**config.mk**
```make
export PLATFORM = sky130hd
export DESIGN_NAME = ppg_beat_detector_hrv
export DESIGN_NICKNAME = d
export VERILOG_FILES = /design/src/rtl/core/ppg_pkg.sv /design/src/rtl/core/ppg_div.sv /design/src/rtl/core/ppg_sqrt.sv /design/src/rtl/core/ppg_beat_detector_hrv.sv
export SDC_FILE = /design/constraint.sdc
export NUM_CORES = 2
export LEC_CHECK = 0
export BUFFER_PORTS_ARGS = -buffer_cell sky130_fd_sc_hd__buf_2
export CORE_MARGIN = 4
export CORE_UTILIZATION = 50
export DETAILED_ROUTE_END_ITERATION = 12
export GPL_TIMING_DRIVEN = 0
export PLACE_DENSITY = 0.66
export SETUP_SLACK_MARGIN = 0.5
export SYNTH_ARGS = -nofsm -noshare
export SYNTH_HDL_FRONTEND = slang
export SYNTH_SLANG_ARGS = --single-unit
```
**constraint.sdc**
```tcl
create_clock -name clock -period 37.3 [get_ports clock]
set_input_delay 5.595 -clock clock [delete_from_list [all_inputs] [get_ports clock]]
set_output_delay 5.595 -clock clock [all_outputs]
set_load 0.02 [all_outputs]
```
**src/rtl/core/ppg_pkg.sv**
```systemverilog
// ---------------------------------------------------------------------------
// ppg_pkg: shared constants and types of the pulse beat detector
// Field widths, reset values, register indexes and the request structs of the
// bit-serial divider and square root units.
// ---------------------------------------------------------------------------
`default_nettype none
package ppg_pkg;

   localparam int SMOOTH_TAPS_DEF   = 5;
   localparam int HISTORY_DEPTH_DEF = 10;

   localparam int SAMPLE_W = 10;
   localparam int SUM_W    = 14;   // up to 16 taps of 10 bits
   localparam int IVL_W    = 12;
   localparam int TIME_W   = 32;
   localparam int TOT_W    = 16;   // up to 16 intervals of 12 bits
   localparam int SQ_W     = 28;   // up to 16 squares of 24 bits
   localparam int NUM_W    = 36;   // squares times 256
   localparam int DEN_W    = 16;
   localparam int ROOT_W   = NUM_W / 2;
   localparam int CSR_IDX_W  = 3;
   localparam int CSR_DATA_W = 12;

   localparam logic [SAMPLE_W-1:0] THR_RESET   = 10'd550;
   localparam logic [SAMPLE_W-1:0] LEVEL_RESET = 10'd512;
   localparam logic [IVL_W-1:0]    IVL_RESET   = 12'd600;
   localparam logic [DEN_W-1:0]    BPM_NUMER   = 16'd60000;
   localparam logic [7:0]          MS_RESET      = 8'd2;
   localparam logic [11:0]         GAP_RESET     = 12'd300;
   localparam logic [11:0]         TIMEOUT_RESET = 12'd2500;
   localparam logic [11:0]         JUMP_RESET    = 12'd300;
   localparam logic [9:0]          PNN_RESET     = 10'd50;

   // x / 5 == (x * 3277) >> 14 for every 12-bit x
   localparam logic [11:0] RECIP5    = 12'd3277;
   localparam int          RECIP5_SH = 14;

   localparam logic [CSR_IDX_W-1:0] CSR_INIT_THR = 3'd0;
   localparam logic [CSR_IDX_W-1:0] CSR_MS       = 3'd1;
   localparam logic [CSR_IDX_W-1:0] CSR_MIN_GAP  = 3'd2;
   localparam logic [CSR_IDX_W-1:0] CSR_TIMEOUT  = 3'd3;
   localparam logic [CSR_IDX_W-1:0] CSR_JUMP     = 3'd4;
   localparam logic [CSR_IDX_W-1:0] CSR_PNN      = 3'd5;

   typedef struct packed {
      logic             start;
      logic [NUM_W-1:0] num;
      logic [DEN_W-1:0] den;
   } div_req_type;

   typedef struct packed {
      logic             start;
      logic [NUM_W-1:0] value;
   } sqrt_req_type;

endpackage
`default_nettype wire

```
**src/rtl/core/ppg_div.sv**
```systemverilog
// ---------------------------------------------------------------------------
// ppg_div: bit-serial restoring divider
// One quotient bit per cycle, the dividend shifting out of the quotient
// register as the quotient shifts in.
// ---------------------------------------------------------------------------
`default_nettype none
module ppg_div (
   input  wire                       clock,
   input  wire                       reset,
   input  ppg_pkg::div_req_type      req,
   output logic                      done,
   output logic [ppg_pkg::NUM_W-1:0] quot
);
   import ppg_pkg::*;

   localparam int CNT_W = $clog2(NUM_W);

   logic [NUM_W-1:0] quot_ff;
   logic [DEN_W-1:0] rem_ff, den_ff;
   logic [CNT_W-1:0] cnt_ff;
   logic             busy_ff, done_ff;
   logic [DEN_W:0]   trial, diff;
   logic             fits;

   assign trial = {rem_ff, quot_ff[NUM_W-1]};
   assign diff  = trial - {1'b0, den_ff};
   assign fits  = trial >= {1'b0, den_ff};

   always_ff @(posedge clock) begin
      if (reset) begin
         busy_ff <= 1'b0;
         done_ff <= 1'b0;
         cnt_ff  <= '0;
      end else begin
         done_ff <= 1'b0;
         if (req.start) begin
            quot_ff <= req.num;
            rem_ff  <= '0;
            den_ff  <= req.den;
            cnt_ff  <= '0;
            busy_ff <= 1'b1;
         end else if (busy_ff) begin
            quot_ff <= {quot_ff[NUM_W-2:0], fits};
            rem_ff  <= fits ? diff[DEN_W-1:0] : trial[DEN_W-1:0];
            cnt_ff  <= cnt_ff + 1'b1;
            if (cnt_ff == CNT_W'(NUM_W - 1)) begin
               busy_ff <= 1'b0;
               done_ff <= 1'b1;
            end
         end
      end
   end

   assign done = done_ff;
   assign quot = quot_ff;

endmodule
`default_nettype wire

```
**src/rtl/core/ppg_sqrt.sv**
```systemverilog
// ---------------------------------------------------------------------------
// ppg_sqrt: digit-serial integer square root
// Restoring method, one root bit (two radicand bits) per cycle.
// ---------------------------------------------------------------------------
`default_nettype none
module ppg_sqrt (
   input  wire                        clock,
   input  wire                        reset,
   input  ppg_pkg::sqrt_req_type      req,
   output logic                       done,
   output logic [ppg_pkg::ROOT_W-1:0] root
);
   import ppg_pkg::*;

   localparam int REM_W = ROOT_W + 1;
   localparam int CNT_W = $clog2(ROOT_W);

   logic [NUM_W-1:0]  val_ff;
   logic [REM_W-1:0]  rem_ff;
   logic [ROOT_W-1:0] root_ff;
   logic [CNT_W-1:0]  cnt_ff;
   logic              busy_ff, done_ff;
   logic [REM_W+1:0]  part, trial, diff;
   logic              fits;

   assign part  = {rem_ff, val_ff[NUM_W-1 -: 2]};
   assign trial = (REM_W + 2)'({root_ff, 2'b01});
   assign diff  = part - trial;
   assign fits  = part >= trial;

   always_ff @(posedge clock) begin
      if (reset) begin
         busy_ff <= 1'b0;
         done_ff <= 1'b0;
         cnt_ff  <= '0;
      end else begin
         done_ff <= 1'b0;
         if (req.start) begin
            val_ff  <= req.value;
            rem_ff  <= '0;
            root_ff <= '0;
            cnt_ff  <= '0;
            busy_ff <= 1'b1;
         end else if (busy_ff) begin
            val_ff  <= {val_ff[NUM_W-3:0], 2'b00};
            rem_ff  <= fits ? diff[REM_W-1:0] : part[REM_W-1:0];
            root_ff <= {root_ff[ROOT_W-2:0], fits};
            cnt_ff  <= cnt_ff + 1'b1;
            if (cnt_ff == CNT_W'(ROOT_W - 1)) begin
               busy_ff <= 1'b0;
               done_ff <= 1'b1;
            end
         end
      end
   end

   assign done = done_ff;
   assign root = root_ff;

endmodule
`default_nettype wire

```
**src/rtl/core/ppg_beat_detector_hrv.sv**
```systemverilog
// ---------------------------------------------------------------------------
// ppg_beat_detector_hrv: pulse beat detector with time-domain HRV statistics
// Smooths samples, tracks an adaptive threshold, detects beats and keeps
// BPM, SDNN, RMSSD and the pNN50 count over an interval history.
// ---------------------------------------------------------------------------
// One sample is worked on at a time. A sample that gives no accepted beat
// passes through the bit-serial divide of the moving-average sum, the beat
// decision and the output stage. A sample that gives an accepted beat adds
// the statistics pass: two rotations of the interval history, three or four
// more divides (the BPM divide is skipped when the mean interval is zero)
// and two square roots. A new sample is taken while the previous result
// still waits in the output register. Configuration writes are always taken.
`default_nettype none
module ppg_beat_detector_hrv #(
   parameter int SMOOTH_TAPS   = ppg_pkg::SMOOTH_TAPS_DEF,
   parameter int HISTORY_DEPTH = ppg_pkg::HISTORY_DEPTH_DEF
) (
   input  wire         clock,
   input  wire         reset,
   input  wire         req_valid,
   output logic        req_ready,
   input  wire  [9:0]  req_raw_sample,
   output logic        rsp_valid,
   input  wire         rsp_ready,
   output logic [9:0]  rsp_smoothed_signal,
   output logic        rsp_beat_valid,
   output logic        rsp_pulse_high,
   output logic [7:0]  rsp_beats_per_minute,
   output logic [11:0] rsp_beat_interval_ms,
   output logic [15:0] rsp_sdnn_x16,
   output logic [15:0] rsp_rmssd_x16,
   output logic [3:0]  rsp_pnn50_count,
   output logic [9:0]  rsp_threshold,
   input  wire         csr_valid,
   output logic        csr_ready,
   input  wire  [ppg_pkg::CSR_IDX_W-1:0]  csr_index,
   input  wire  [ppg_pkg::CSR_DATA_W-1:0] csr_wdata
);
   import ppg_pkg::*;

   localparam int CNT_W = (HISTORY_DEPTH > 1) ? $clog2(HISTORY_DEPTH) : 1;

   typedef enum logic [3:0] {
      ST_IDLE, ST_SMOOTH, ST_DECIDE, ST_ROT1, ST_MEAN, ST_BPM, ST_ROT2,
      ST_SDDIV, ST_SDSQ, ST_RMDIV, ST_RMSQ, ST_EMIT
   } state_type;

   state_type state_ff;

   // configuration
   logic [9:0]  init_thr_ff, pnn_cfg_ff;
   logic [7:0]  ms_cfg_ff;
   logic [11:0] gap_cfg_ff, timeout_cfg_ff, jump_cfg_ff;

   // beat state
   logic [SAMPLE_W-1:0] win_ff [SMOOTH_TAPS];
   logic [SUM_W-1:0]    sum_ff, sum_in;
   logic [TIME_W-1:0]   time_ff, last_ff, time_in;
   logic [IVL_W-1:0]    hist_ff [HISTORY_DEPTH];
   logic [IVL_W-1:0]    ivl_ff;
   logic [SAMPLE_W-1:0] peak_ff, trough_ff, thr_ff, sig_ff;
   logic                pulse_ff, first_ff, second_ff, beat_ff;
   logic [7:0]          bpm_ff;
   logic [15:0]         sdnn_ff, rmssd_ff;
   logic [3:0]          pnn_ff;

   // statistics pass
   logic [CNT_W-1:0] cnt_ff;
   logic [TOT_W-1:0] total_ff;
   logic [SQ_W-1:0]  sd_ff, sq_ff;
   logic [IVL_W-1:0] prev_ff, mean_ff;
   logic [3:0]       pcnt_ff;
   logic [IVL_W-1:0] head, d1, d2, mul_a;
   logic [2*IVL_W-1:0] mul_p;

   // output register
   logic                rsp_valid_ff, rsp_valid_in, emit_fire;
   logic [SAMPLE_W-1:0] o_sig_ff, o_thr_ff;
   logic                o_beat_ff, o_pulse_ff;
   logic [7:0]          o_bpm_ff;
   logic [IVL_W-1:0]    o_ivl_ff;
   logic [15:0]         o_sdnn_ff, o_rmssd_ff;
   logic [3:0]          o_pnn_ff;

   // serial units
   div_req_type        div_req_ff;
   sqrt_req_type       sq_req_ff;
   logic               div_done, sq_done;
   logic               div_start_in, sq_start_in;
   logic [NUM_W-1:0]   div_quot;
   logic [ROOT_W-1:0]  sq_root;
   logic [15:0]        root_sat;

   ppg_div u_div (
      .clock (clock),
      .reset (reset),
      .req   (div_req_ff),
      .done  (div_done),
      .quot  (div_quot)
   );

   ppg_sqrt u_sqrt (
      .clock (clock),
      .reset (reset),
      .req   (sq_req_ff),
      .done  (sq_done),
      .root  (sq_root)
   );

   assign root_sat = (|sq_root[ROOT_W-1:16]) ? 16'hFFFF : sq_root[15:0];

   // ---------------- per-sample decision ----------------
   logic [TIME_W-1:0]   n_ms;
   logic [2*IVL_W-1:0]  q5_prod;
   logic [IVL_W-1:0]    gap35;
   logic                below, above, beat, past_gap;
   logic [SAMPLE_W-1:0] peak_in, trough_in, thr_in;
   logic                pulse_in, first_in, second_in, acc_in, clr_in, skip;
   logic [IVL_W-1:0]    ivl_in, newest, jump;
   logic [TIME_W-1:0]   last_in;
   logic [IVL_W-1:0]    hist_in [HISTORY_DEPTH];
   logic signed [11:0]  amp, half, tt;

   assign n_ms     = time_ff - last_ff;
   assign q5_prod  = ivl_ff * RECIP5;
   assign gap35    = IVL_W'(q5_prod[RECIP5_SH +: 10]) * IVL_W'(3);
   assign past_gap = n_ms > TIME_W'(gap35);
   assign below    = sig_ff < thr_ff;
   assign above    = sig_ff > thr_ff;
   assign beat     = (n_ms > TIME_W'(gap_cfg_ff)) && above && !pulse_ff && past_gap;

   always_comb begin
      peak_in   = peak_ff;
      trough_in = trough_ff;
      thr_in    = thr_ff;
      pulse_in  = pulse_ff;
      first_in  = first_ff;
      second_in = second_ff;
      ivl_in    = ivl_ff;
      last_in   = last_ff;
      hist_in   = hist_ff;
      acc_in    = 1'b0;
      clr_in    = 1'b0;
      skip      = 1'b0;
      newest    = '0;
      jump      = '0;
      amp       = '0;
      half      = '0;
      tt        = '0;
      if (below && past_gap && (sig_ff < trough_ff)) trough_in = sig_ff;
      if (above && (sig_ff > peak_ff)) peak_in = sig_ff;
      if (beat) begin
         pulse_in = 1'b1;
         ivl_in   = (|n_ms[TIME_W-1:IVL_W]) ? {IVL_W{1'b1}} : n_ms[IVL_W-1:0];
         last_in  = time_ff;
         if (second_ff) begin
            second_in = 1'b0;
            for (int i = 0; i < HISTORY_DEPTH; i++) hist_in[i] = ivl_in;
         end
         if (first_ff) begin
            // first beat is only a time mark
            first_in  = 1'b0;
            second_in = 1'b1;
            skip      = 1'b1;
         end else begin
            newest = hist_in[HISTORY_DEPTH-1];
            for (int i = 0; i < HISTORY_DEPTH - 1; i++) hist_in[i] = hist_in[i+1];
            jump = (ivl_in > newest) ? ivl_in - newest : newest - ivl_in;
            if (jump <= jump_cfg_ff) begin
               hist_in[HISTORY_DEPTH-1] = ivl_in;
               acc_in = 1'b1;
            end
         end
      end
      if (!skip) begin
         if (below && pulse_in) begin
            amp  = $signed({2'b00, peak_in}) - $signed({2'b00, trough_in});
            half = (amp + (amp[11] ? 12'sd1 : 12'sd0)) >>> 1;
            tt   = half + $signed({2'b00, trough_in});
            if (tt[11]) thr_in = '0;
            else if (tt > 12'sd1023) thr_in = {SAMPLE_W{1'b1}};
            else thr_in = tt[SAMPLE_W-1:0];
            pulse_in  = 1'b0;
            peak_in   = thr_in;
            trough_in = thr_in;
         end
         if (n_ms > TIME_W'(timeout_cfg_ff)) begin
            thr_in    = init_thr_ff;
            last_in   = time_ff;
            peak_in   = LEVEL_RESET;
            trough_in = LEVEL_RESET;
            pulse_in  = 1'b0;
            first_in  = 1'b1;
            second_in = 1'b0;
            ivl_in    = IVL_RESET;
            acc_in    = 1'b0;
            clr_in    = 1'b1;
         end
      end
   end

   // ---------------- statistics datapath ----------------
   assign head  = hist_ff[0];
   assign d1    = (head > prev_ff) ? head - prev_ff : prev_ff - head;
   assign d2    = (mean_ff > head) ? mean_ff - head : head - mean_ff;
   assign mul_a = (state_ff == ST_ROT2) ? d2 : d1;
   assign mul_p = mul_a * mul_a;

   assign sum_in  = sum_ff + SUM_W'(req_raw_sample) - SUM_W'(win_ff[SMOOTH_TAPS-1]);
   assign time_in = time_ff + TIME_W'(ms_cfg_ff);

   // start pulses of the serial units
   assign div_start_in = ((state_ff == ST_IDLE) && req_valid) ||
                         (((state_ff == ST_ROT1) || (state_ff == ST_ROT2)) &&
                          (cnt_ff == CNT_W'(HISTORY_DEPTH - 1))) ||
                         ((state_ff == ST_MEAN) && div_done &&
                          (div_quot[IVL_W-1:0] != '0)) ||
                         ((state_ff == ST_SDSQ) && sq_done);
   assign sq_start_in  = ((state_ff == ST_SDDIV) || (state_ff == ST_RMDIV)) && div_done;

   assign emit_fire    = (state_ff == ST_EMIT) && (!rsp_valid_ff || rsp_ready);
   assign rsp_valid_in = emit_fire || (rsp_valid_ff && !rsp_ready);

   always_ff @(posedge clock) begin
      if (reset) begin
         state_ff       <= ST_IDLE;
         init_thr_ff    <= THR_RESET;
         ms_cfg_ff      <= MS_RESET;
         gap_cfg_ff     <= GAP_RESET;
         timeout_cfg_ff <= TIMEOUT_RESET;
         jump_cfg_ff    <= JUMP_RESET;
         pnn_cfg_ff     <= PNN_RESET;
         for (int i = 0; i < SMOOTH_TAPS; i++) win_ff[i] <= '0;
         for (int i = 0; i < HISTORY_DEPTH; i++) hist_ff[i] <= '0;
         sum_ff       <= '0;
         time_ff      <= '0;
         last_ff      <= '0;
         ivl_ff       <= IVL_RESET;
         peak_ff      <= LEVEL_RESET;
         trough_ff    <= LEVEL_RESET;
         thr_ff       <= THR_RESET;
         pulse_ff     <= 1'b0;
         first_ff     <= 1'b1;
         second_ff    <= 1'b0;
         bpm_ff       <= '0;
         sdnn_ff      <= '0;
         rmssd_ff     <= '0;
         pnn_ff       <= '0;
         rsp_valid_ff <= 1'b0;
         div_req_ff   <= '0;
         sq_req_ff    <= '0;
      end else begin
         div_req_ff.start <= div_start_in;
         sq_req_ff.start  <= sq_start_in;
         rsp_valid_ff     <= rsp_valid_in;
         if (csr_valid) begin
            unique case (csr_index)
               CSR_INIT_THR: init_thr_ff    <= csr_wdata[9:0];
               CSR_MS:       ms_cfg_ff      <= csr_wdata[7:0];
               CSR_MIN_GAP:  gap_cfg_ff     <= csr_wdata;
               CSR_TIMEOUT:  timeout_cfg_ff <= csr_wdata;
               CSR_JUMP:     jump_cfg_ff    <= csr_wdata;
               CSR_PNN:      pnn_cfg_ff     <= csr_wdata[9:0];
               default: ;
            endcase
         end

         unique case (state_ff)
            ST_IDLE: begin
               if (req_valid) begin
                  win_ff[0] <= req_raw_sample;
                  for (int i = 1; i < SMOOTH_TAPS; i++) win_ff[i] <= win_ff[i-1];
                  sum_ff         <= sum_in;
                  time_ff        <= time_in;
                  div_req_ff.num <= NUM_W'(sum_in);
                  div_req_ff.den <= DEN_W'(SMOOTH_TAPS);
                  state_ff       <= ST_SMOOTH;
               end
            end
            ST_SMOOTH: begin
               if (div_done) begin
                  sig_ff   <= div_quot[SAMPLE_W-1:0];
                  state_ff <= ST_DECIDE;
               end
            end
            ST_DECIDE: begin
               peak_ff   <= peak_in;
               trough_ff <= trough_in;
               thr_ff    <= thr_in;
               pulse_ff  <= pulse_in;
               first_ff  <= first_in;
               second_ff <= second_in;
               ivl_ff    <= ivl_in;
               last_ff   <= last_in;
               hist_ff   <= hist_in;
               beat_ff   <= acc_in;
               if (clr_in) begin
                  bpm_ff   <= '0;
                  sdnn_ff  <= '0;
                  rmssd_ff <= '0;
                  pnn_ff   <= '0;
               end
               cnt_ff   <= '0;
               total_ff <= '0;
               sd_ff    <= '0;
               sq_ff    <= '0;
               pcnt_ff  <= '0;
               prev_ff  <= '0;
               state_ff <= acc_in ? ST_ROT1 : ST_EMIT;
            end
            ST_ROT1: begin
               // rotate history once, summing and taking successive differences
               for (int i = 0; i < HISTORY_DEPTH - 1; i++) hist_ff[i] <= hist_ff[i+1];
               hist_ff[HISTORY_DEPTH-1] <= head;
               total_ff <= total_ff + TOT_W'(head);
               prev_ff  <= head;
               if (cnt_ff != '0) begin
                  sd_ff <= sd_ff + SQ_W'(mul_p);
                  if (d1 > IVL_W'(pnn_cfg_ff)) pcnt_ff <= pcnt_ff + 1'b1;
               end
               cnt_ff <= cnt_ff + 1'b1;
               if (cnt_ff == CNT_W'(HISTORY_DEPTH - 1)) begin
                  div_req_ff.num <= NUM_W'(total_ff + TOT_W'(head));
                  div_req_ff.den <= DEN_W'(HISTORY_DEPTH);
                  state_ff       <= ST_MEAN;
               end
            end
            ST_MEAN: begin
               if (div_done) begin
                  mean_ff <= div_quot[IVL_W-1:0];
                  cnt_ff  <= '0;
                  if (div_quot[IVL_W-1:0] == '0) begin
                     bpm_ff   <= 8'hFF;
                     state_ff <= ST_ROT2;
                  end else begin
                     div_req_ff.num <= NUM_W'(BPM_NUMER);
                     div_req_ff.den <= DEN_W'(div_quot[IVL_W-1:0]);
                     state_ff       <= ST_BPM;
                  end
               end
            end
            ST_BPM: begin
               if (div_done) begin
                  bpm_ff   <= (|div_quot[NUM_W-1:8]) ? 8'hFF : div_quot[7:0];
                  state_ff <= ST_ROT2;
               end
            end
            ST_ROT2: begin
               for (int i = 0; i < HISTORY_DEPTH - 1; i++) hist_ff[i] <= hist_ff[i+1];
               hist_ff[HISTORY_DEPTH-1] <= head;
               sq_ff  <= sq_ff + SQ_W'(mul_p);
               cnt_ff <= cnt_ff + 1'b1;
               if (cnt_ff == CNT_W'(HISTORY_DEPTH - 1)) begin
                  div_req_ff.num <= {sq_ff + SQ_W'(mul_p), 8'h00};
                  div_req_ff.den <= DEN_W'(HISTORY_DEPTH);
                  state_ff       <= ST_SDDIV;
               end
            end
            ST_SDDIV: begin
               if (div_done) begin
                  sq_req_ff.value <= div_quot;
                  state_ff        <= ST_SDSQ;
               end
            end
            ST_SDSQ: begin
               if (sq_done) begin
                  sdnn_ff        <= root_sat;
                  div_req_ff.num <= {sd_ff, 8'h00};
                  div_req_ff.den <= DEN_W'(HISTORY_DEPTH - 1);
                  state_ff       <= ST_RMDIV;
               end
            end
            ST_RMDIV: begin
               if (div_done) begin
                  sq_req_ff.value <= div_quot;
                  state_ff        <= ST_RMSQ;
               end
            end
            ST_RMSQ: begin
               if (sq_done) begin
                  rmssd_ff <= root_sat;
                  pnn_ff   <= pcnt_ff;
                  state_ff <= ST_EMIT;
               end
            end
            ST_EMIT: begin
               if (emit_fire) begin
                  o_sig_ff     <= sig_ff;
                  o_beat_ff    <= beat_ff;
                  o_pulse_ff   <= pulse_ff;
                  o_bpm_ff     <= bpm_ff;
                  o_ivl_ff     <= ivl_ff;
                  o_sdnn_ff    <= sdnn_ff;
                  o_rmssd_ff   <= rmssd_ff;
                  o_pnn_ff     <= pnn_ff;
                  o_thr_ff     <= thr_ff;
                  state_ff     <= ST_IDLE;
               end
            end
            default: state_ff <= ST_IDLE;
         endcase
      end
   end

   assign req_ready            = (state_ff == ST_IDLE);
   assign csr_ready            = 1'b1;
   assign rsp_valid            = rsp_valid_ff;
   assign rsp_smoothed_signal  = o_sig_ff;
   assign rsp_beat_valid       = o_beat_ff;
   assign rsp_pulse_high       = o_pulse_ff;
   assign rsp_beats_per_minute = o_bpm_ff;
   assign rsp_beat_interval_ms = o_ivl_ff;
   assign rsp_sdnn_x16         = o_sdnn_ff;
   assign rsp_rmssd_x16        = o_rmssd_ff;
   assign rsp_pnn50_count      = o_pnn_ff;
   assign rsp_threshold        = o_thr_ff;

`ifndef SYNTHESIS
   // an accepted beat always leaves the detector inside the pulse
   a_beat_in_pulse: assert property (@(posedge clock) disable iff (reset)
      rsp_valid && rsp_beat_valid |-> rsp_pulse_high)
      else $error("beat reported outside a pulse");

   // pair count never exceeds the number of successive pairs
   a_pnn_range: assert property (@(posedge clock) disable iff (reset)
      rsp_valid |-> rsp_pnn50_count <= 4'(HISTORY_DEPTH - 1))
      else $error("pnn50 count out of range");

   // divider finishes only while a divide is awaited
   a_div_owner: assert property (@(posedge clock) disable iff (reset)
      div_done |-> (state_ff == ST_SMOOTH || state_ff == ST_MEAN ||
                    state_ff == ST_BPM || state_ff == ST_SDDIV ||
                    state_ff == ST_RMDIV))
      else $error("unexpected divider completion");

   // square root finishes only while a root is awaited
   a_sqrt_owner: assert property (@(posedge clock) disable iff (reset)
      sq_done |-> (state_ff == ST_SDSQ || state_ff == ST_RMSQ))
      else $error("unexpected square root completion");
`endif

endmodule
`default_nettype wire

```
# Word level (Yosys, flattened, before mapping)
# Memory sizes are Yosys's and may differ from the RTL's.
# Cells that the tools add are included.
[word_totals]
ram_bits = 50
out_inout_bits = 81
ff_bits = 795
mem_count = 1
[classes]
addsub = 23
n_eq_ne = 37
n_reduce_logical = 78
mul = 3
n_mux = 122
magnitude_cmp = 15
bitwise_logic = 9
[memory_table]
columns = ["memory", "depth", "word_bits", "rd", "rd_clocked_by_memory_dff", "wr", "line_no", "rtl"]
rows = [
  ["win_ff", 5, 10, 5, 0, 5, "ppg_beat_detector_hrv.sv:56", "logic [SAMPLE_W-1:0] win_ff [SMOOTH_TAPS];"],
]
[op_table]
columns = ["operator", "n"]
rows = [
  ["$mux 120", 4],
  ["$mux 52", 6],
  ["$pmux 52 s5", 1],
  ["$pmux 120 s2", 1],
  ["$mux 10", 17],
  ["$mux 36", 4],
  ["$pmux 28 s2", 2],
  ["$mux 12", 9],
  ["$gt 32x12->1", 3],
  ["$mux 32", 3],
  ["$pmux 16 s2", 3],
  ["$mux 16", 5],
  ["$sub 12x12->12", 6],
  ["$mux 4", 17],
  ["$add 28x24->28", 2],
  ["$pmux 4 s12", 1],
  ["$mux 8", 5],
  ["$mux 19", 2],
  ["$gt 12x12->1", 3],
  ["$mux 1", 34],
  ["$add 32x8->32", 1],
  ["$sub 32x32->32", 1],
  ["$reduce_and 2->1", 15],
  ["$mux 28", 1],
  ["other kinds (62)", 141],
]

# Logic depth before layout (Yosys ltp)
[logic_depth]
depth_word = 16
mapped_depth = 65
ltp_nobuf = 65

# Hierarchy
# From an unflattened synthesis, not the netlist that was laid out.
[hier_totals]
cells_unflattened = 6114
hier_area_um2 = 54715.0
[modules_own_cells]
columns = ["module", "cells_per_inst", "n_inst", "area_each_um2"]
rows = [
  ["ppg_beat_detector_hrv", 5393, 1, 46265.6],
  ["ppg_sqrt", 398, 1, 4479.3],
  ["ppg_div", 323, 1, 3970.1],
]

# Least setup slack after synthesis
# OpenSTA, ideal clock, no wires.
[synth_timing]
path_type = "flip-flop to flip-flop"
start = "register ivl_ff[5]"
end = "register peak_ff[8]"
setup_ps = 70
path_stages_with_launch = 59
synth_period_minus_slack_ps = 12825
arrival_time_ps = 12755
required_ps = 37230
path_slack_ps = 24475
cell_sequence = "dfxtp_1 -> ha_1 -> ha_1 -> inv_1 -> fa_1 -> inv_1 -> fa_1 -> inv_1 -> fa_1 -> inv_1 -> ha_1 -> a21o_1 -> a21o_1 -> a2111oi_0 -> nor2_1 -> xnor2_1 -> ha_1 -> a21o_1 -> [... 23 more ...] -> nor2b_1 -> ha_1 -> ha_1 -> fa_1 -> a21oi_1 -> nor2_1 -> nor2_1 -> o21bai_1 -> a21oi_1 -> o21bai_1 -> a21oi_1 -> o21bai_1 -> a21oi_1 -> nand2_1 -> mux2i_4 -> nor2_2 -> or3_1 -> a21oi_1"
[synth_via]
elab_chain_cells = 16
word_cells_on_any_way = 20
cone_classes = "add/sub (3); mul (2); order compare (2); mux (9); reduce/logical (4)"
[synth_rtl]
columns = ["element", "line_no", "rtl"]
rows = [
  ["from (decl)", "ppg_beat_detector_hrv.sv:60", "logic [IVL_W-1:0] ivl_ff;"],
  ["from (signal assigned)", "ppg_beat_detector_hrv.sv:293", "ivl_ff <= ivl_in;"],
  ["$mul 12x12->24 *", "ppg_beat_detector_hrv.sv:125", "assign q5_prod = ivl_ff * RECIP5;"],
  ["$mul 10x2->12 *", "ppg_beat_detector_hrv.sv:126", "assign gap35 = IVL_W'(q5_prod[RECIP5_SH +: 10]) * IVL_W'(3);"],
  ["$gt 32x12->1 *", "ppg_beat_detector_hrv.sv:127", "assign past_gap = n_ms > TIME_W'(gap35);"],
  ["$logic_and 1x1->1 (2 in series)", "ppg_beat_detector_hrv.sv:150", "if (below && past_gap && (sig_ff < trough_ff)) trough_in = sig_ff;"],
  ["$mux 10", "ppg_beat_detector_hrv.sv:150", ""],
  ["$sub 10x10->11", "ppg_beat_detector_hrv.sv:177", "amp = $signed({2'b00, peak_in}) - $signed({2'b00, trough_in});"],
  ["$mux 1", "ppg_beat_detector_hrv.sv:178", "half = (amp + (amp[11] ? 12'sd1 : 12'sd0)) >>> 1;"],
  ["$add 11x2->12", "ppg_beat_detector_hrv.sv:178", ""],
  ["$add 11x11->12", "ppg_beat_detector_hrv.sv:179", "tt = half + $signed({2'b00, trough_in});"],
  ["$gt 12x11->1", "ppg_beat_detector_hrv.sv:181", "else if (tt > 12'sd1023) thr_in = {SAMPLE_W{1'b1}};"],
  ["$mux 10", "ppg_beat_detector_hrv.sv:181", ""],
  ["$mux 10", "ppg_beat_detector_hrv.sv:180", "if (tt[11]) thr_in = '0;"],
  ["$mux 10", "ppg_beat_detector_hrv.sv:176", "if (below && pulse_in) begin"],
  ["$mux 10", "ppg_beat_detector_hrv.sv:187", "if (n_ms > TIME_W'(timeout_cfg_ff)) begin"],
  ["$mux 10 *", "ppg_beat_detector_hrv.sv:175", "if (!skip) begin"],
  ["to (signal assigned)", "ppg_beat_detector_hrv.sv:287", "peak_ff <= peak_in;"],
  ["to (decl)", "ppg_beat_detector_hrv.sv:61", "logic [SAMPLE_W-1:0] peak_ff, trough_ff, thr_ff, sig_ff;"],
]
# Mark *: on every way between the ends. The rest lies on a longest branch, timed or not.
# A chain may end at the register's enable or synchronous reset.

# Worst setup path after layout
[layout_timing]
start = "register ivl_ff[4]"
end = "register trough_ff[3]"
[layout_via]
elab_chain_cells = 16
word_cells_on_any_way = 20
cone_classes = "add/sub (3); mul (2); order compare (2); mux (9); reduce/logical (4)"
[layout_rtl]
columns = ["element", "line_no", "rtl"]
rows = [
  ["$mul 12x12->24 *", "ppg_beat_detector_hrv.sv:125", ""],
  ["$mul 10x2->12 *", "ppg_beat_detector_hrv.sv:126", ""],
  ["$gt 32x12->1 *", "ppg_beat_detector_hrv.sv:127", ""],
  ["$logic_and 1x1->1 (2 in series)", "ppg_beat_detector_hrv.sv:150", ""],
  ["$mux 10", "ppg_beat_detector_hrv.sv:150", ""],
  ["$sub 10x10->11", "ppg_beat_detector_hrv.sv:177", ""],
  ["$mux 1", "ppg_beat_detector_hrv.sv:178", ""],
  ["$add 11x2->12", "ppg_beat_detector_hrv.sv:178", ""],
  ["$add 11x11->12", "ppg_beat_detector_hrv.sv:179", ""],
  ["$gt 12x11->1", "ppg_beat_detector_hrv.sv:181", ""],
  ["$mux 10", "ppg_beat_detector_hrv.sv:181", ""],
  ["$mux 10", "ppg_beat_detector_hrv.sv:180", ""],
  ["$mux 10", "ppg_beat_detector_hrv.sv:176", ""],
  ["$mux 10", "ppg_beat_detector_hrv.sv:187", ""],
  ["$mux 10 *", "ppg_beat_detector_hrv.sv:175", ""],
  ["to (signal assigned)", "ppg_beat_detector_hrv.sv:288", "trough_ff <= trough_in;"],
  ["to (decl)", "ppg_beat_detector_hrv.sv:61", ""],
]
# Marked as above.

==> metrics.md <==
| Metric | Value |
|---|---|
| Status | `finished with violations` |
| Failing checks | `max-capacitance violations, max-slew violations` |
| Post-route clock skew | `0.0462 ns` |
| Clock net sink count | `837` |
| # DRC | `0` |
| DR WL/cell | `20.5 um` |
| Layer with the highest usage | `met2` |
| Nets@finish | `6,897` |
| RSZ-0062 raised after global routing | `false` |
| Mapped cell area | `0.0537 mm2` |
| Root Buffer | `clkbuf_16` |
| Synthesized flop and latch total | `837` |
| Synth cell types | `97` |
| Area Overhead vs Synth | `10.8%` |
| Setup Viol. Count Final | `0` |
| Setup slack, reg-to-reg | `21.99 ns` |
| Maxcap violations | `1` |
| Number of port buffers | `108` |
| Row Count | `119` |
| Global-route wire length before repair | `244,000 um` |
| Layout cells sized above 1 | `6.78%` |
| Grt met2 use | `45.5%` |
| CP Class | `flip-flop to flip-flop` |
| Ys async rst share | `0%` |
| CTS tree | `built` |
| Clock transition at the registers of the reported paths | `0.06 ns` |
| Seq/Total Area, Yosys | `38.3%` |
| Critical Path RT | `37.88 ns` |
| Number of CTS-inserted buffers | `93` |
| Met1 global-route usage | `37.4%` |
| Core ar. | `0.106 mm2` |
| Pin count of the biggest net entering global routing | `34` |
| DRT Pass-1 Iters | `6` |
| Crit start category | `flip-flop` |
| Hold_buf cts | `0` |
| Element type at the critical path end | `flip-flop` |
| Setup_tns | `0 ns` |
| Critical path's slowest cell | `a2111oi_0` |
| Worst R2R Path Depth | `59` |
| Slowest stage delay, CP | `0.76 ns` |
| Relative slew margins | `-2.60%` |
| Post-CTS Setup Repair Bufs | `0` |
| GRT Total Usage | `27.5%` |
| Final Hold Fails | `0` |
| Iter 0 DRT Violations | `3,960` |
| Yosys top cell area share | `21.2%` |
| Largest cells by area after synthesis | `edfxtp_1 21%, dfxtp_1 17%, ha_1 11%` |
| CTS resizes | `0` |
| Crit path time final | `15.31 ns` |
| DRT antenna net count | `0` |
| RR Endpoint | `trough_ff[3]` |
| Initial Util | `50.7%` |
| CP max FO | `10` |
| Sequential cell area | `0.0206 mm2` |
| GRT met3 Usage | `4.21%` |
| CP startpoint | `ivl_ff[4]` |
| Longest Clk Path Bufs | `3` |
| Area leader, netlist | `edfxtp_1` |
| Number of flops mapped to enable cells by yosys | `380` |
| Commonest cells post-synth | `777 x nor2_1, 622 x a21oi_1, 544 x inv_1, 496 x nand2_1, 481 x ha_1` |
| Total wire length | `158,000 um` |
| Post-Syn Area per Cell | `8.91 um2` |
| Die Span Y | `336 um` |
| R2r startpoint | `ivl_ff[4]` |
| Die W | `336 um` |
| Gpl congestion | `0.958` |
| Overflow after GRT | `0` |
| Worst skew pair latency | `0.70 ns` |
| Vias per std cell | `5.80` |
| Number of global-route vias before repair | `42.8k` |
| Crit path to | `trough_ff[3]` |
| I/O Pins | `111` |
| Antenna violations before repair | `7` |
| Yosys warning count | `0` |
| Die ar. | `0.113 mm2` |
| CTS HTree Levels | `3` |
| Post-Syn Nets | `6,678` |
| Fin crit share | `41.1%` |
| Hold Crit Class | `flip-flop to flip-flop` |
| Hpwl dp | `120,000 um` |
| Most used DFF post-synth | `dfxtp_1` |
| Critical path arrival | `15.90 ns` |
| Multi-input gate area | `0.0301 mm2` |
| Fmax | `65.3 MHz` |
| Final Max Tran Viols | `7` |
| Synthesized instance count | `6,029` |
| Count leader, synth | `nor2_1` |
| Fill count | `9,623` |
| Slew of the pin with the lowest slew margin | `1.54 ns` |
| Vias | `44.8k` |
[stage by stage]
stage	instances	util [%]	setup WS [ns]	hold slack [ns]	instance area, um2
floorplan	6029	-	24.47	0.400	53700
global placement	7528	52.8	20.95	0.412	56000
detailed placement	7543	53.1	22.14	0.415	56300
CTS	7718	56.1	22.07	0.430	59500
global route	7719	56.1	20.79	0.441	59500
finish	7721	56.1	21.99	0.428	59500
[area by class of cell]
class	instances	share of cell area, %
diodes	2	0.00841
flip-flops and latches	837	34.6
clock buffers	133	4.51
well taps	1391	2.93
multi-input cells	4368	50.6
repair buffers	124	1.29
inverters	545	3.44
clock inverters	42	0.837
plain buffers	279	1.79
[worst max-delay path, delay by kind of cell (launching register included)]
family | cells | cell delay [ns]
AOI/OAI and AO/OA | 25 | 6.43
adders and majority gates | 11 | 3.95
and+or+nand+nor | 14 | 2.56
buffers and inverters | 6 | 0.84
xor gates and xnor gates | 3 | 0.81
DFF | 1 | 0.61
[layer usage]
| layer | wire length (um) | share of wire (%) |
|---|---|---|
| met5 | 27 | 0.017 |
| met4 | 5250 | 3.3 |
| met3 | 12000 | 7.6 |
| met2 | 72500 | 46 |
| met1 | 68200 | 43 |
[worst min-delay path by stage]
stage,from,endpoint,slack [ns],cells after the start
after global placement,thr_ff[7],rsp_threshold[7],0.41,0
after global routing,thr_ff[4],rsp_threshold[4],0.44,0
after detailed placement,rmssd_ff[13],rsp_rmssd_x16[13],0.42,0
after CTS,rmssd_ff[13],rsp_rmssd_x16[13],0.43,0
after floorplan,beat_ff,rsp_beat_valid,0.40,0
final,div_req_ff[6],u_div.den_ff[6],0.43,0
[kinds of logic (layout without fill, tap and decap cells)]
kind of cell | after synthesis | in the layout | share of synthesized area [%]
compound gates | 1413 | 1413 | 16.2
xor+xnor | 243 | 243 | 3.98
fa+ha+maj | 620 | 620 | 16.4
buf+inv | 824 | 1123 | 5.78
flops | 837 | 837 | 38.3
mux | 152 | 152 | 3.06
other cells | 1 | 3 | 0.00698
simple gates | 1939 | 1939 | 16.3
[registers in the layout (all words and copies together), names as in the netlist, 16 cells and up]
signal	count
hist_ff	108
win_ff	50
div_req_ff	49
sq_req_ff	37
u_div.quot	36
u_sqrt.val_ff	36
last_ff	32
time_ff	32
sd_ff	28
sq_ff	28
u_sqrt.rem_ff	19
u_sqrt.root	18
rmssd_ff	16
rsp_rmssd_x16	16
rsp_sdnn_x16	16
sdnn_ff	16
total_ff	16
u_div.rem_ff	16
[cells in the final DEF, fill, tap and decap left out, types with 21 or more instances in the layout]
cell       count
and2_1        74
o211ai_1      22
a21oi_1      621
buf_2        113
or3_1         21
xnor2_1      157
dfxtp_1      457
nor2_1       775
o22ai_1       93
nand2_1      496
nand3_1       70
nor3_1       174
o21a_1        30
fa_1         138
a22oi_1       32
edfxtp_1     380
xor2_1        85
ha_1         481
a21o_1       116
nand4_1       49
a211oi_1      95
o21bai_1      63
and3_1        41
mux2_2        88
nand2b_1      62
clkbuf_16     98
o21ai_0      165
nor2b_1       75
inv_1        544
or2_2         24
clkbuf_1     281
mux2i_1       63
Power is left out: the tool's default activity adds up to more than one toggle a clock period on the data nets, which glitch-free logic cannot reach.
